[config.mk]
export PLATFORM = sky130hd
export DESIGN_NAME = fcbf_ctrl
export DESIGN_NICKNAME = d
export VERILOG_FILES = /design/src/rtl/core/flow_controlled_byte_fifo_core_defines.svh /design/src/rtl/core/fcbf_pkg.sv /design/src/rtl/core/fcbf_ctrl.sv
export SDC_FILE = /design/constraint.sdc
export NUM_CORES = 1
export LEC_CHECK = 0
export BUFFER_PORTS_ARGS = -buffer_cell sky130_fd_sc_hd__buf_2
export CAP_MARGIN = 20
export CELL_PAD_IN_SITES_DETAIL_PLACEMENT = 1
export CELL_PAD_IN_SITES_GLOBAL_PLACEMENT = 2
export CORE_AREA = 5 5 42 44
export DETAILED_ROUTE_END_ITERATION = 12
export DIE_AREA = 0 0 47 49
export MAX_ROUTING_LAYER = met4
export PLACE_DENSITY_LB_ADDON = 0.3
export SYNTH_ARGS = -nofsm -noshare
export SYNTH_HDL_FRONTEND = slang
export SYNTH_SLANG_ARGS = --single-unit
[constraint.sdc]
create_clock -name clock -period 1.1 [get_ports clock]
set_clock_uncertainty 0.05 [all_clocks]
set_input_delay 0.165 -clock clock [delete_from_list [all_inputs] [get_ports clock]]
set_output_delay 0.165 -clock clock [all_outputs]
set_load 0.03 [all_outputs]
[src/rtl/core/flow_controlled_byte_fifo_core_defines.svh]
`ifndef FLOW_CONTROLLED_BYTE_FIFO_CORE_DEFINES_SVH
`define FLOW_CONTROLLED_BYTE_FIFO_CORE_DEFINES_SVH

// Same-cycle implication, checked at every rising clock edge outside reset.
`define FCBF_ASSERT_SAME(label, clk, rst, ante, cons, msg) \
   label: assert property (@(posedge clk) disable iff (rst) (ante) |-> (cons)) \
      else $error(msg);

// Next-cycle implication.
`define FCBF_ASSERT_NEXT(label, clk, rst, ante, cons, msg) \
   label: assert property (@(posedge clk) disable iff (rst) (ante) |=> (cons)) \
      else $error(msg);

`endif

[src/rtl/core/fcbf_pkg.sv]
package fcbf_pkg;

   localparam int unsigned MODE_W   = 3;
   localparam int unsigned BYTE_W   = 8;
   localparam int unsigned OFFSET_W = 10;
   localparam int unsigned CAP_W    = 11;
   localparam int unsigned TOTAL_W  = 32;

   localparam logic [CAP_W-1:0] CAP_RESET = 11'd1024;

   localparam logic [MODE_W-1:0] MODE_WRITE = 3'd0;
   localparam logic [MODE_W-1:0] MODE_READ  = 3'd1;
   localparam logic [MODE_W-1:0] MODE_PEEK  = 3'd2;
   localparam logic [MODE_W-1:0] MODE_POP   = 3'd3;
   localparam logic [MODE_W-1:0] MODE_END   = 3'd4;

   typedef logic [MODE_W-1:0]   mode_type;
   typedef logic [BYTE_W-1:0]   byte_type;
   typedef logic [OFFSET_W-1:0] offset_type;
   typedef logic [CAP_W-1:0]    count_type;
   typedef logic [TOTAL_W-1:0]  total_type;

   // Commands from the controller to the datapath
   typedef struct packed {
      logic accept;   // take the request beat and update the queue
      logic load;     // load the response register
   } cmd_type;

endpackage

[src/rtl/core/fcbf_ctrl.sv]
module fcbf_ctrl (
   input  logic              clock,
   input  logic              reset,
   input  logic              req_valid,
   output logic              req_ready,
   output logic              rsp_valid,
   input  logic              rsp_ready,
   output fcbf_pkg::cmd_type cmd
);
   import fcbf_pkg::*;

   typedef enum logic [1:0] {
      ST_IDLE = 2'b01,
      ST_EXEC = 2'b10
   } state_type;

   state_type state_ff, state_in;
   logic      rsp_valid_ff, rsp_valid_in;

   always_comb begin
      state_in     = state_ff;
      rsp_valid_in = rsp_valid_ff;
      cmd          = '0;
      if (rsp_ready) begin
         rsp_valid_in = 1'b0;
      end
      case (state_ff)
         ST_IDLE: begin
            if (req_valid) begin
               cmd.accept = 1'b1;
               state_in   = ST_EXEC;
            end
         end
         ST_EXEC: begin
            // hold until the response register is free or being drained
            if (!rsp_valid_ff || rsp_ready) begin
               cmd.load     = 1'b1;
               rsp_valid_in = 1'b1;
               state_in     = ST_IDLE;
            end
         end
         default: begin
            state_in = ST_IDLE;
         end
      endcase
   end

   always_ff @(posedge clock) begin
      if (reset) begin
         state_ff     <= ST_IDLE;
         rsp_valid_ff <= 1'b0;
      end else begin
         state_ff     <= state_in;
         rsp_valid_ff <= rsp_valid_in;
      end
   end

   assign req_ready = (state_ff == ST_IDLE);
   assign rsp_valid = rsp_valid_ff;

endmodule

==> run_summary.xml <==
<?xml version="1.0" encoding="UTF-8"?>
<metrics>
  <group name="status">
    <metric name="status" unit="">finished, violations left</metric>
    <metric name="violations" unit="">negative setup slack</metric>
  </group>
  <group name="finish">
    <metric name="areaGrowthSynthToFinish" unit="%">94.2</metric>
    <metric name="finish.cell_count_without_fillers" unit="">40</metric>
    <metric name="layout_cells_sized_above_1" unit="">0.750</metric>
    <metric name="antenna_cells" unit="">0</metric>
    <metric name="layout.cells.most_common" unit="">buf_2</metric>
    <metric name="finish.net_count" unit="">29</metric>
    <metric name="fin_util" unit="">0.179</metric>
    <metric name="most_used_cells_in_the_layout_excluding_fill_and_tap_cells" unit="">buf_2 (4), clkbuf_4 (3), buf_6 (2), buf_4 (2), dfxtp_2 (2)</metric>
    <metric name="num-fill-cells" unit="">173</metric>
  </group>
  <group name="place">
    <metric name="place.detailed.instances" unit="">35</metric>
    <metric name="port_buffers" unit="">7</metric>
    <metric name="place_worst_setup_slack" unit="ns">0.108</metric>
    <metric name="gpl.final_weighted_congestion" unit="">0.631</metric>
  </group>
  <group name="clock_tree">
    <metric name="clock-sinks" unit="">3</metric>
    <metric name="cts_root_buffer" unit="">clkbuf_4</metric>
    <metric name="h-tree-depth" unit="">1</metric>
    <metric name="cts_tree" unit="">built</metric>
    <metric name="clk_latency" unit="ns">0.23</metric>
    <metric name="clock_tree.buffer_depth" unit="">2</metric>
    <metric name="cts_hold_buffers" unit="">0</metric>
    <metric name="clkSlewWorstSetupHoldPaths" unit="ns">0.04</metric>
    <metric name="numCtsBuffers" unit="">3</metric>
  </group>
  <group name="flow_run">
    <metric name="max-cap-violations" unit="">0</metric>
  </group>
  <group name="die">
    <metric name="boundaryPins" unit="">8</metric>
    <metric name="rows" unit="">14</metric>
    <metric name="dieArea" unit="mm^2">0.00230</metric>
    <metric name="initial_utilization" unit="">0.0920</metric>
    <metric name="fp.coreArea" unit="mm^2">0.00140</metric>
    <metric name="die_h" unit="um">49</metric>
    <metric name="fp.dieW" unit="um">47</metric>
  </group>
  <group name="drt">
    <metric name="routed_vias" unit="">132</metric>
    <metric name="routed_via_density" unit="">3.30</metric>
    <metric name="antenna_left" unit="">0</metric>
    <metric name="drt_iter0_markers" unit="">2</metric>
    <metric name="detail_route.first_pass.iterations" unit="">4</metric>
    <metric name="totalWireLength" unit="um">394</metric>
    <metric name="drt_drc_violations_left" unit="">0</metric>
    <metric name="routed_wire_length_per_instance" unit="um">9.85</metric>
  </group>
  <group name="logic_synthesis">
    <metric name="average_instance_area_after_synthesis" unit="um^2">10.7</metric>
    <metric name="synthesis.nets" unit="">16</metric>
    <metric name="synth_xor_xnor_area_share" unit="">0</metric>
    <metric name="synth_simple_gate_area_share" unit="">0.359</metric>
    <metric name="post_synth_instance_area" unit="um^2">129</metric>
    <metric name="synth_seq_area_share" unit="">0.466</metric>
    <metric name="flops_latches_synth" unit="">3</metric>
    <metric name="yosys.area_share.adder" unit="">0</metric>
    <metric name="yosys.cell_types.count" unit="">8</metric>
    <metric name="dominant_combinational_cell_family_by_area_after_synthesis" unit="">simple AND/OR/NAND/NOR gates</metric>
    <metric name="synth_compound_area_frac" unit="">0.175</metric>
    <metric name="muxShareOfSynthArea" unit="">0</metric>
    <metric name="yosysWarnings" unit="">0</metric>
    <metric name="postSynthCellCount" unit="">12</metric>
  </group>
  <group name="sta">
    <metric name="fmax" unit="GHz">0.847</metric>
    <metric name="grt_setup_unrepaired" unit="">yes</metric>
    <metric name="final_critical_path_setup_slack" unit="ns">-0.0803</metric>
    <metric name="setup-violations-final" unit="">2</metric>
    <metric name="finalHoldViolCount" unit="">0</metric>
    <metric name="timing.slew.headroom" unit="">0.895</metric>
    <metric name="fin_worst_hold_slack" unit="ns">0.0657</metric>
    <metric name="layout_min_cycle_time" unit="ns">1.18</metric>
    <metric name="tightestPinTransition" unit="ns">0.158</metric>
    <metric name="final_min_period_over_clock_period" unit="">1.07</metric>
    <metric name="slew_violations" unit="">0</metric>
    <metric name="final_setup_tns" unit="ns">-0.129</metric>
  </group>
  <group name="global_routing">
    <metric name="gr-usage-all-layers" unit="">0.0433</metric>
    <metric name="pin_count_of_the_biggest_net_entering_global_routing" unit="">5</metric>
    <metric name="grt_overflow" unit="">0</metric>
    <metric name="initial_antenna_violation_count" unit="">0</metric>
    <metric name="grt_first_pass_wirelength" unit="um">607</metric>
    <metric name="first_global_vias" unit="">145</metric>
  </group>
  <group name="power_and_ir_drop">
    <metric name="power.density_cell_area" unit="mW/mm^2">1470</metric>
    <metric name="worst_ir_drop_on_vdd" unit="mV">0.823</metric>
    <metric name="total_leakage_power" unit="nW">0.122</metric>
  </group>
  <group name="worst_setup_path">
    <metric name="startpoint_type" unit="">flip-flop</metric>
    <metric name="critical_path.max_fanout" unit="">4</metric>
    <metric name="setup_slack_of_the_worst_register_to_register_path" unit="ns">0.04</metric>
    <metric name="worstSetupPathType" unit="">flip-flop to output pin</metric>
    <metric name="end_kind" unit="">output pin</metric>
    <metric name="worst-endpoint-arrival" unit="ns">0.97</metric>
    <metric name="worstPathRequired" unit="ns">0.88</metric>
  </group>
  <group name="min_path">
    <metric name="worst_hold_path_type" unit="">primary input to flip-flop</metric>
  </group>
</metrics>
## per-stage QoR
stage          total power, W  cell area [um^2]
2_1_floorplan        0.000150               131
3_3_place_gp         0.000166               186
3_5_place_dp         0.000167               186
4_1_cts              0.000380               249
5_1_grt              0.000396               250
6_report             0.000369               250
## flip-flops by register name (all words and copies together), names as in the netlist
name / flops
rsp_valid: 1
state_ff: 2
## cell families (layout without fill, tap and decap cells)
group           count (synthesis)  count (layout)
simple gates                    6               6
flops                           3               3
buf+inv                         0              12
compound gates                  3               3
## Yosys cell counts (all sizes together)
| library cell | instances | area share |
|---|---|---|
| o21bai | 1 | 0.058 |
| dfxtp | 3 | 0.47 |
| o21ba | 1 | 0.078 |
| a21oi | 1 | 0.039 |
| and3b | 1 | 0.068 |
| nor2b | 2 | 0.097 |
| and4bb | 1 | 0.097 |
| nand2b | 2 | 0.097 |
## report_power, final
group	total [W]	switching [W]	internal (W)
registers	0.000121	0.00000608	0.000115
logic	0.0000612	0.0000296	0.0000316
clock network	0.000187	0.0000514	0.000136
total	0.000369	0.0000872	0.000282
## cell type report
cell class | count | area (um^2) | area share
clock buffers | 4 | 26.3 | 0.105
multi-input cells | 9 | 80.1 | 0.320
flip-flops and latches | 3 | 66.3 | 0.265
well taps | 16 | 20.0 | 0.0800
repair buffers | 8 | 57.6 | 0.230
## critical path: stages, from the launching register on
cell	delay, ns
dfxtp_4	0.35
and3b_2	0.26
buf_6	0.13
## per-layer routing
layer,global-route usage,vias up,share of wire
met5,-,-,0
met4,0.0138,0,0
met3,0.0590,0,0.14
met2,0.0498,8,0.36
met1,0.0416,56,0.50
li1,-,68,-
## repair_timing
action,4_1_cts,5_1_grt
endpoints found under the setup margin,3,3
gates resized for setup,10,1
buffers inserted,1,0
endpoints found under the hold margin,0,0
## final timing paths
path | start | to | cells past startpoint
setup reg to reg | state_ff[1] | state_ff[1] | 3
hold reg to reg | rsp_valid | rsp_valid | 2
setup / recovery | state_ff[1] | cmd[1] | 2
hold / removal | reset | rsp_valid | 2
(Power assumes the default switching activity.)
